===== src/sv/phdd_pkg.sv =====
// ----------------------------------------------------------------------------
// phdd_pkg
// Shared constants, register indexes and sequencer states for the
// Page-Hinkley drift detector.
// ----------------------------------------------------------------------------
package phdd_pkg;

  // default parameter values
  localparam int SAMPLE_WIDTH_DEF = 16;
  localparam int ACC_WIDTH_DEF    = 40;

  // fixed register and state widths
  localparam int COUNT_W      = 32;
  localparam int MEAN_IN_W    = 16;
  localparam int HALF_JUMP_W  = 15;
  localparam int THRESH_W     = 39;
  localparam int INIT_COUNT_W = 16;
  localparam int FRAC_EXTRA   = 16;
  localparam int CFG_DATA_W   = 39;
  localparam int CFG_IDX_W    = 2;

  // register reset values
  localparam logic [MEAN_IN_W-1:0]    MEAN_RST       = 16'd0;
  localparam logic [HALF_JUMP_W-1:0]  HALF_JUMP_RST  = 15'd13;
  localparam logic [THRESH_W-1:0]     THRESH_RST     = 39'd51;
  localparam logic [INIT_COUNT_W-1:0] INIT_COUNT_RST = 16'd30;

  // bit positions of the drift code
  localparam int DRIFT_DOWN_BIT = 0;
  localparam int DRIFT_UP_BIT   = 1;

  // configuration register indexes
  typedef enum logic [CFG_IDX_W-1:0] {
    CFG_INITIAL_MEAN    = 2'd0,
    CFG_HALF_JUMP       = 2'd1,
    CFG_DRIFT_THRESHOLD = 2'd2,
    CFG_INITIAL_COUNT   = 2'd3
  } cfg_idx_t;

  // sequencer states
  typedef enum logic [2:0] {
    ST_IDLE,
    ST_STEP,
    ST_SUM,
    ST_EXT,
    ST_CMP,
    ST_DIV,
    ST_APPLY,
    ST_OUT
  } state_t;

endpackage


===== src/sv/phdd_divider.sv =====
// ----------------------------------------------------------------------------
// phdd_divider
// Restoring serial divider, one quotient bit per cycle, unsigned operands.
// ----------------------------------------------------------------------------
module phdd_divider #(
  parameter int NUM_W = 49,
  parameter int DEN_W = 32
) (
  input  logic             clk,
  input  logic             rst_n,
  input  logic             start,
  input  logic [NUM_W-1:0] numer,
  input  logic [DEN_W-1:0] denom,
  output logic             done,
  output logic [NUM_W-1:0] quot
);

  localparam int CNT_W = $clog2(NUM_W + 1);

  logic             busy_r;
  logic             done_r;
  logic [CNT_W-1:0] cnt_r;
  logic [NUM_W-1:0] num_r;
  logic [NUM_W-1:0] quo_r;
  logic [DEN_W-1:0] den_r;
  logic [DEN_W-1:0] rem_r;

  logic [DEN_W:0]   trial;
  logic [DEN_W:0]   diff;
  logic             fits;

  // trial subtraction of the shifted remainder
  always_comb begin
    trial = {rem_r, num_r[NUM_W-1]};
    diff  = trial - {1'b0, den_r};
    fits  = trial >= {1'b0, den_r};
  end

  // control
  always_ff @(posedge clk) begin
    if (!rst_n) begin
      busy_r <= 1'b0;
      done_r <= 1'b0;
      cnt_r  <= '0;
    end else begin
      done_r <= 1'b0;
      if (start) begin
        busy_r <= 1'b1;
        cnt_r  <= CNT_W'(NUM_W);
      end else if (busy_r) begin
        cnt_r <= cnt_r - 1'b1;
        if (cnt_r == CNT_W'(1)) begin
          busy_r <= 1'b0;
          done_r <= 1'b1;
        end
      end
    end
  end

  // datapath, remainder stays below the divisor
  always_ff @(posedge clk) begin
    if (start) begin
      num_r <= numer;
      den_r <= denom;
      rem_r <= '0;
      quo_r <= '0;
    end else if (busy_r) begin
      num_r <= {num_r[NUM_W-2:0], 1'b0};
      quo_r <= {quo_r[NUM_W-2:0], fits};
      rem_r <= fits ? diff[DEN_W-1:0] : trial[DEN_W-1:0];
    end
  end

  assign done = done_r;
  assign quot = quo_r;

endmodule


===== src/sv/page_hinkley_drift_detector_unit.sv =====
// ----------------------------------------------------------------------------
// page_hinkley_drift_detector_unit
// Two-sided Page-Hinkley mean-drift test on signed Q8.8 samples, with a
// running mean that follows the samples until an excursion shows up.
// ----------------------------------------------------------------------------
//  channel   handshake            payload
//  in        in_valid/in_ready    in_sample
//  out       out_valid/out_ready  out_drift, out_mean_estimate
//  cfg       cfg_we               cfg_index, cfg_wdata
//
//  A sample passes from its transfer through ST_STEP, ST_SUM, ST_EXT and
//  ST_CMP to ST_OUT when the mean holds, and through ST_DIV and ST_APPLY
//  as well when the mean moves: the serial divider for the mean update gives one quotient bit a
//  cycle. The next sample can transfer in the cycle after the result is loaded.
//  in_ready is high only while the sequencer is idle. A result waits in the
//  output register; a stalled output holds the sequencer in its last step.
//  Reset is synchronous; writing initial_mean or initial_count restarts.
// ----------------------------------------------------------------------------
module page_hinkley_drift_detector_unit #(
  parameter int SAMPLE_WIDTH = phdd_pkg::SAMPLE_WIDTH_DEF,
  parameter int ACC_WIDTH    = phdd_pkg::ACC_WIDTH_DEF
) (
  input  logic                              clk,
  input  logic                              rst_n,
  input  logic                              in_valid,
  output logic                              in_ready,
  input  logic signed [SAMPLE_WIDTH-1:0]    in_sample,
  output logic                              out_valid,
  input  logic                              out_ready,
  output logic [1:0]                        out_drift,
  output logic signed [SAMPLE_WIDTH-1:0]    out_mean_estimate,
  input  logic                              cfg_we,
  input  logic [phdd_pkg::CFG_IDX_W-1:0]    cfg_index,
  input  logic [phdd_pkg::CFG_DATA_W-1:0]   cfg_wdata
);

  import phdd_pkg::*;

  localparam int WIDE_W = (SAMPLE_WIDTH > MEAN_IN_W) ? SAMPLE_WIDTH : MEAN_IN_W;
  localparam int MEAN_W = WIDE_W + FRAC_EXTRA;
  localparam int D_W    = WIDE_W + 2;
  localparam int SUM_W  = ((ACC_WIDTH > D_W) ? ACC_WIDTH : D_W) + 1;
  localparam int NUM_W  = ((MEAN_W > COUNT_W) ? MEAN_W : COUNT_W) + 1;
  localparam int EXC_W  = (ACC_WIDTH > THRESH_W) ? ACC_WIDTH : THRESH_W;

  localparam logic signed [ACC_WIDTH-1:0] ACC_MAX = {1'b0, {(ACC_WIDTH-1){1'b1}}};
  localparam logic signed [ACC_WIDTH-1:0] ACC_MIN = ~ACC_MAX;
  localparam logic signed [WIDE_W:0] Q_MAX =
    (WIDE_W+1)'((64'd1 << (SAMPLE_WIDTH-1)) - 64'd1);
  localparam logic signed [WIDE_W:0] Q_MIN = ~Q_MAX;
  localparam logic signed [MEAN_W:0] RND_HALF = (MEAN_W+1)'(1) <<< (FRAC_EXTRA-1);

  // registers
  state_t                        state_r, state_nxt;
  logic signed [MEAN_IN_W-1:0]   cfg_mean_r, cfg_mean_nxt;
  logic [HALF_JUMP_W-1:0]        cfg_hj_r, cfg_hj_nxt;
  logic [THRESH_W-1:0]           cfg_thr_r, cfg_thr_nxt;
  logic [INIT_COUNT_W-1:0]       cfg_cnt_r, cfg_cnt_nxt;
  logic signed [SAMPLE_WIDTH-1:0] sample_r, sample_nxt;
  logic signed [D_W-1:0]         up_d_r, up_d_nxt;
  logic signed [D_W-1:0]         dn_d_r, dn_d_nxt;
  logic signed [ACC_WIDTH-1:0]   up_sum_r, up_sum_nxt;
  logic signed [ACC_WIDTH-1:0]   up_max_r, up_max_nxt;
  logic signed [ACC_WIDTH-1:0]   dn_sum_r, dn_sum_nxt;
  logic signed [ACC_WIDTH-1:0]   dn_min_r, dn_min_nxt;
  logic signed [MEAN_W-1:0]      mean_r, mean_nxt;
  logic [COUNT_W-1:0]            count_r, count_nxt;
  logic                          upd_r, upd_nxt;
  logic signed [MEAN_W:0]        diff_r, diff_nxt;
  logic                          neg_r, neg_nxt;
  logic [1:0]                    drift_r, drift_nxt;
  logic                          out_valid_r, out_valid_nxt;
  logic [1:0]                    out_drift_r, out_drift_nxt;
  logic signed [SAMPLE_WIDTH-1:0] out_mean_r, out_mean_nxt;

  // combinational helpers
  logic signed [MEAN_W:0]        mean_rnd;
  logic signed [WIDE_W:0]        mean_sh;
  logic signed [WIDE_W:0]        mean_sat;
  logic signed [SAMPLE_WIDTH-1:0] mean_q;
  logic signed [SUM_W-1:0]       up_add;
  logic signed [SUM_W-1:0]       dn_add;
  logic [ACC_WIDTH-1:0]          down_exc;
  logic [ACC_WIDTH-1:0]          up_exc;
  logic signed [MEAN_W:0]        diff_abs;
  logic                          div_start;
  logic                          div_done;
  logic [NUM_W-1:0]              div_num;
  logic [NUM_W-1:0]              div_quot;
  logic [MEAN_W-1:0]             quo;

  // clamp a wide sum to the accumulator range
  function automatic logic signed [ACC_WIDTH-1:0] sat_acc(input logic signed [SUM_W-1:0] v);
    logic signed [ACC_WIDTH-1:0] r;
    if (v > SUM_W'(ACC_MAX)) begin
      r = ACC_MAX;
    end else if (v < SUM_W'(ACC_MIN)) begin
      r = ACC_MIN;
    end else begin
      r = v[ACC_WIDTH-1:0];
    end
    return r;
  endfunction

  // running mean rounded to Q8.8 and clamped to the sample range
  always_comb begin
    mean_rnd = (MEAN_W+1)'(mean_r) + RND_HALF;
    mean_sh  = mean_rnd[MEAN_W:FRAC_EXTRA];
    if (mean_sh > Q_MAX) begin
      mean_sat = Q_MAX;
    end else if (mean_sh < Q_MIN) begin
      mean_sat = Q_MIN;
    end else begin
      mean_sat = mean_sh;
    end
    mean_q = mean_sat[SAMPLE_WIDTH-1:0];
  end

  // shared arithmetic operands
  always_comb begin
    up_add   = SUM_W'(up_sum_r) + SUM_W'(up_d_r);
    dn_add   = SUM_W'(dn_sum_r) + SUM_W'(dn_d_r);
    down_exc = up_max_r - up_sum_r;
    up_exc   = dn_sum_r - dn_min_r;
    diff_abs = diff_r[MEAN_W] ? -diff_r : diff_r;
    div_num  = NUM_W'(diff_abs[MEAN_W-1:0]) + NUM_W'(count_r >> 1);
    quo      = div_quot[MEAN_W-1:0];
  end

  // sequencer and next values
  always_comb begin
    state_nxt     = state_r;
    cfg_mean_nxt  = cfg_mean_r;
    cfg_hj_nxt    = cfg_hj_r;
    cfg_thr_nxt   = cfg_thr_r;
    cfg_cnt_nxt   = cfg_cnt_r;
    sample_nxt    = sample_r;
    up_d_nxt      = up_d_r;
    dn_d_nxt      = dn_d_r;
    up_sum_nxt    = up_sum_r;
    up_max_nxt    = up_max_r;
    dn_sum_nxt    = dn_sum_r;
    dn_min_nxt    = dn_min_r;
    mean_nxt      = mean_r;
    count_nxt     = count_r;
    upd_nxt       = upd_r;
    diff_nxt      = diff_r;
    neg_nxt       = neg_r;
    drift_nxt     = drift_r;
    out_valid_nxt = out_valid_r;
    out_drift_nxt = out_drift_r;
    out_mean_nxt  = out_mean_r;
    div_start     = 1'b0;
    in_ready      = (state_r == ST_IDLE);

    // result leaves on transfer
    if (out_valid_r && out_ready) begin
      out_valid_nxt = 1'b0;
    end

    case (state_r)
      ST_IDLE: begin
        if (in_valid) begin
          sample_nxt = in_sample;
          state_nxt  = ST_STEP;
        end
      end
      // sample minus mean, plus and minus half jump
      ST_STEP: begin
        up_d_nxt  = D_W'(sample_r) - D_W'(mean_q) + D_W'($signed({1'b0, cfg_hj_r}));
        dn_d_nxt  = D_W'(sample_r) - D_W'(mean_q) - D_W'($signed({1'b0, cfg_hj_r}));
        state_nxt = ST_SUM;
      end
      // saturating cumulative sums
      ST_SUM: begin
        up_sum_nxt = sat_acc(up_add);
        dn_sum_nxt = sat_acc(dn_add);
        state_nxt  = ST_EXT;
      end
      // extremes, count and mean difference
      ST_EXT: begin
        if (up_sum_r > up_max_r) begin
          up_max_nxt = up_sum_r;
        end
        if (dn_sum_r < dn_min_r) begin
          dn_min_nxt = dn_sum_r;
        end
        upd_nxt = (up_sum_r >= up_max_r) && (dn_sum_r <= dn_min_r);
        if (count_r != {COUNT_W{1'b1}}) begin
          count_nxt = count_r + 1'b1;
        end
        diff_nxt  = ((MEAN_W+1)'(sample_r) <<< FRAC_EXTRA) - (MEAN_W+1)'(mean_r);
        state_nxt = ST_CMP;
      end
      // threshold compare and divider launch
      ST_CMP: begin
        drift_nxt[DRIFT_DOWN_BIT] = EXC_W'(down_exc) > EXC_W'(cfg_thr_r);
        drift_nxt[DRIFT_UP_BIT]   = EXC_W'(up_exc) > EXC_W'(cfg_thr_r);
        neg_nxt = diff_r[MEAN_W];
        if (upd_r) begin
          div_start = 1'b1;
          state_nxt = ST_DIV;
        end else begin
          state_nxt = ST_OUT;
        end
      end
      ST_DIV: begin
        if (div_done) begin
          state_nxt = ST_APPLY;
        end
      end
      // move the mean by the rounded quotient
      ST_APPLY: begin
        mean_nxt  = neg_r ? (mean_r - $signed(quo)) : (mean_r + $signed(quo));
        state_nxt = ST_OUT;
      end
      // load the output register once it is free
      ST_OUT: begin
        if (!out_valid_r || out_ready) begin
          out_valid_nxt = 1'b1;
          out_drift_nxt = drift_r;
          out_mean_nxt  = mean_q;
          state_nxt     = ST_IDLE;
        end
      end
      default: begin
        state_nxt = ST_IDLE;
      end
    endcase

    // register writes, restart on mean or count
    if (cfg_we) begin
      case (cfg_idx_t'(cfg_index))
        CFG_INITIAL_MEAN: begin
          cfg_mean_nxt = cfg_wdata[MEAN_IN_W-1:0];
          up_sum_nxt   = '0;
          up_max_nxt   = '0;
          dn_sum_nxt   = '0;
          dn_min_nxt   = '0;
          mean_nxt     = MEAN_W'($signed(cfg_wdata[MEAN_IN_W-1:0])) <<< FRAC_EXTRA;
          count_nxt    = COUNT_W'(cfg_cnt_r);
        end
        CFG_HALF_JUMP: begin
          cfg_hj_nxt = cfg_wdata[HALF_JUMP_W-1:0];
        end
        CFG_DRIFT_THRESHOLD: begin
          cfg_thr_nxt = cfg_wdata[THRESH_W-1:0];
        end
        CFG_INITIAL_COUNT: begin
          cfg_cnt_nxt = cfg_wdata[INIT_COUNT_W-1:0];
          up_sum_nxt  = '0;
          up_max_nxt  = '0;
          dn_sum_nxt  = '0;
          dn_min_nxt  = '0;
          mean_nxt    = MEAN_W'(cfg_mean_r) <<< FRAC_EXTRA;
          count_nxt   = COUNT_W'(cfg_wdata[INIT_COUNT_W-1:0]);
        end
        default: begin
          cfg_hj_nxt = cfg_hj_r;
        end
      endcase
    end
  end

  // control and detector state
  always_ff @(posedge clk) begin
    if (!rst_n) begin
      state_r     <= ST_IDLE;
      out_valid_r <= 1'b0;
      cfg_mean_r  <= MEAN_RST;
      cfg_hj_r    <= HALF_JUMP_RST;
      cfg_thr_r   <= THRESH_RST;
      cfg_cnt_r   <= INIT_COUNT_RST;
      up_sum_r    <= '0;
      up_max_r    <= '0;
      dn_sum_r    <= '0;
      dn_min_r    <= '0;
      mean_r      <= MEAN_W'($signed(MEAN_RST)) <<< FRAC_EXTRA;
      count_r     <= COUNT_W'(INIT_COUNT_RST);
    end else begin
      state_r     <= state_nxt;
      out_valid_r <= out_valid_nxt;
      cfg_mean_r  <= cfg_mean_nxt;
      cfg_hj_r    <= cfg_hj_nxt;
      cfg_thr_r   <= cfg_thr_nxt;
      cfg_cnt_r   <= cfg_cnt_nxt;
      up_sum_r    <= up_sum_nxt;
      up_max_r    <= up_max_nxt;
      dn_sum_r    <= dn_sum_nxt;
      dn_min_r    <= dn_min_nxt;
      mean_r      <= mean_nxt;
      count_r     <= count_nxt;
    end
  end

  // working and output payload
  always_ff @(posedge clk) begin
    sample_r    <= sample_nxt;
    up_d_r      <= up_d_nxt;
    dn_d_r      <= dn_d_nxt;
    upd_r       <= upd_nxt;
    diff_r      <= diff_nxt;
    neg_r       <= neg_nxt;
    drift_r     <= drift_nxt;
    out_drift_r <= out_drift_nxt;
    out_mean_r  <= out_mean_nxt;
  end

  // serial divider for the mean update
  phdd_divider #(
    .NUM_W (NUM_W),
    .DEN_W (COUNT_W)
  ) u_div (
    .clk   (clk),
    .rst_n (rst_n),
    .start (div_start),
    .numer (div_num),
    .denom (count_r),
    .done  (div_done),
    .quot  (div_quot)
  );

  assign out_valid         = out_valid_r;
  assign out_drift         = out_drift_r;
  assign out_mean_estimate = out_mean_r;

endmodule


===== config.mk =====
export PLATFORM = sky130hd
export DESIGN_NAME = page_hinkley_drift_detector_unit
export DESIGN_NICKNAME = d
export VERILOG_FILES = /design/src/sv/phdd_pkg.sv /design/src/sv/phdd_divider.sv /design/src/sv/page_hinkley_drift_detector_unit.sv
export SDC_FILE = /design/constraint.sdc
export NUM_CORES = 2
export LEC_CHECK = 0
export ABC_AREA = 1
export BUFFER_PORTS_ARGS = -buffer_cell sky130_fd_sc_hd__buf_4
export CORE_AREA = 2 2 284 286
export CTS_BUF_LIST = sky130_fd_sc_hd__clkbuf_8
export CTS_CLUSTER_DIAMETER = 50
export CTS_CLUSTER_SIZE = 14
export DETAILED_ROUTE_END_ITERATION = 12
export DIE_AREA = 0 0 286 288
export PLACE_DENSITY = 0.78
export RECOVER_POWER = 100
export SLEW_MARGIN = 30
export SYNTH_ARGS = -nofsm -noshare
export SYNTH_HDL_FRONTEND = slang
export SYNTH_SLANG_ARGS = --single-unit

===== constraint.sdc =====
create_clock -name clk -period 12.8 [get_ports clk]
set_input_delay 0.64 -clock clk [delete_from_list [all_inputs] [get_ports clk]]
set_output_delay 0.64 -clock clk [all_outputs]
set_load 0.005 [all_outputs]

==> out/results.txt <==
Initial drt markers - 4286
Post-route setup slack - 5.23 ns
CP Capture Type - flop
Synth top area share - 17.8%
Worst ir drop on vdd - 77.1 uV
Post-cts resize count - 0
Post-route insts no fill - 7374
CP Launch Type - input port
Post CTS Setup Buffer Count - 0
Highest-delay cell along the critical path - clkbuf_1
Mapped Cells - 6199
Avg Cell Area, Syn - 7.01 sq um
Slew Limit Fails - 622
Dpl cells - 7218
CP Cell Sequence - clkbuf_1 -> inv_1 -> clkbuf_1 -> nor2_4 -> clkbuf_1 -> clkbuf_1 -> o21ai_0 -> a21oi_1
WL final - 130000 um
FF-to-FF setup slack - 5.28 ns
Chip Width - 286 um
Vias - 41800
Biggest area consumer among synthesized cells - dfxtp_1
First-pass GRT wire length - 205000 um
GPL Wtd Cong - 1.00
Min-Delay Path Depth - 1
GRT Resource Usage Total - 31.0%
Sequential area share after synthesis - 29.6%
Final Hold Slack - 0.0801 ns
Vias per cell - 5.67
Crit Path Max Fanout - 93
First drt pass iteration count - 6
R2R depth - 9
Vias in the first global route - 38500
CTS Root Cell - clkbuf_8
I/O pin count - 82
Asr flop ratio synth - 0%
Slew @ Worst Pin - 3.82 ns
Register area - 0.0129 sq mm
Post-layout min period - 7.57 ns
Mapped Nets - 6675
Die H - 288 um
CP Depth - 8
Synth area leaders - dfxtp_1, edfxtp_1, ha_1
Most common cell after layout, fill and taps aside - nand2_1
Cts hold-fix bufs - 0
Critical path buffer and inverter count - 5
Cell Area, Placed - 0.0450 sq mm
Clock Path Buffers - 3
Period utilization - 59.1%
Die area - 0.0824 sq mm
Initial antenna violation count - 5
Hold Vio Cnt, Final - 0
CTS clk-pin slew, worst paths - 0.09 ns
WL/cell - 17.6 um
Crit Path Category - input port to flop
Detail Route Antenna Nets - 0
Critical path arrival - 8.19 ns
Min-delay worst type - input port to flop
Largest net degree at the start of global routing - 97
Design Power - 7.20 mW
Leakage power - 21.7 nW
Cell row count - 104
RSZ-0062 raised after global routing - false
Starting density of the core - 54.5%
Number of synthesized flops with an enable pin - 171
Synth unique cells - 66
Outcome - complete, but fails checks
Main synth FF type - dfxtp_1
CTS tree - built
PD cells - 155 mW/mm^2
Clock skew - 0.0680 ns
Finished layout cell area - 0.0466 sq mm
CP peak stage delay - 2.82 ns
Area Overhead vs Synth - 7.25%
Post-DP HPWL - 102000 um
CTS Buf Count - 82
Net count, final - 6718
Post-place setup slack - 7.52 ns
Remaining DRCs - 0
Fill cells - 7699
Ys Warns - 0
Area of the multi-input gates - 0.0267 sq mm
Synth Cell Area - 0.0434 sq mm
Failing checks - capacitance limit, slew limit
Top delay family on crit path - buffers and inverters
H-tree depth - 3
Max Fclk - 132 MHz
Max_cap viols - 12
Leading cell types in the layout, fill and taps excluded - nand2_1, inv_1, nor2_1
Clock Sinks - 557
Final setup violation count - 0
#FFs+latches synth - 557
Setup TNS - 0 ns
# port buffers - 81
Relative slew slack - -155%
Total global routing overflow - 0
Core area - 0.0796 sq mm
Later-pin clock latency in the skew report - 0.76 ns
Data required, critical path - 13.42 ns
Fraction of layout cells with a size suffix above 1 - 4.94%
Util after Layout - 58.5%
Most used cell, CP - clkbuf_1
area by class of cell:
| cell class | count | area share, % |
|---|---|---|
| Tap cell | 1060 | 2.85 |
| Multi-Input combinational cell | 4655 | 57.3 |
| Sequential cell | 557 | 27.6 |
| Timing Repair Buffer | 108 | 1.57 |
| Clock inverter | 68 | 1.40 |
| Clock buffer | 86 | 2.54 |
| Inverter | 838 | 6.76 |
| Antenna cell | 2 | 0.0107 |
worst reg2reg max path: stages (launching register included):
cell and delay (ns):
dfxtp_1 0.45, inv_1 0.17, nor3_1 0.27, nand2_2 0.06, clkbuf_1 0.94, nand2_1 0.28, clkbuf_1 1.54, clkinvlp_2 2.83
a22oi_1 0.76, inv_1 0.09
synthesized netlist by cell type (21+ instances only):
| library cell | number |
|---|---|
| a211oi_1 | 25 |
| nor2_1 | 814 |
| dfxtp_1 | 386 |
| a21o_1 | 41 |
| nand4_1 | 58 |
| nor4_1 | 44 |
| or2_2 | 24 |
| a31oi_1 | 53 |
| edfxtp_1 | 171 |
| nand3_1 | 228 |
| a21oi_1 | 583 |
| xnor2_1 | 120 |
| o21ai_0 | 532 |
| buf_2 | 21 |
| a221oi_1 | 21 |
| clkbuf_1 | 110 |
| nor3_1 | 84 |
| inv_1 | 827 |
| o21bai_1 | 35 |
| o211ai_1 | 46 |
| a22oi_1 | 31 |
| xor2_1 | 219 |
| nand2_1 | 1097 |
| ha_1 | 404 |
per-layer routing:
metal  vias up  part of all wire (%)  wire (um)  GRT usage (%)
li1      20900                     -          -              -
met1     19200                    46      60200           44.0
met4         0                   3.0       3870           9.84
met5         -                     0          0              0
met3       237                   8.1      10500           4.96
met2      1506                    43      55600           47.9
report_power, final:
part           switching, mW  internal [mW]  total, mW
Clock                  0.887          0.750       1.64
Sequential             0.127           1.97       2.10
Combinational           2.24           1.23       3.47
worst paths after layout:
check	start	end
hold / removal	in_sample[2]	sample_r[2]
setup / recovery	rst_n	up_max_r[14]
setup reg to reg	state_r[2]	u_div.quot[3]
hold reg to reg	drift_r[0]	out_drift[0]
sequential cells by signal (all words and copies together), names as in the netlist, 3 cells and up:
name / flops
dn_sum_r: 40
up_d_r: 18
out_mean_estimate: 16
state_r: 3
u_div.quot: 32
u_div.num_r: 33
u_div.rem_r: 32
cfg_hj_r: 15
dn_d_r: 17
mean_r: 32
cfg_thr_r: 39
up_sum_r: 40
diff_r: 33
count_r: 32
u_div.cnt_r: 6
dn_min_r: 40
u_div.den_r: 32
sample_r: 16
cfg_cnt_r: 16
cfg_mean_r: 16
up_max_r: 40
logic make-up after synthesis:
logic type,count (synthesis),share of synthesized area (%)
xor+xnor,342,6.95
simple gates,2425,23.4
flops,557,29.6
compound gates,1474,19.1
buf+inv,987,8.83
fa+ha+maj,414,12.1
Power figures use the tool's default switching activity.
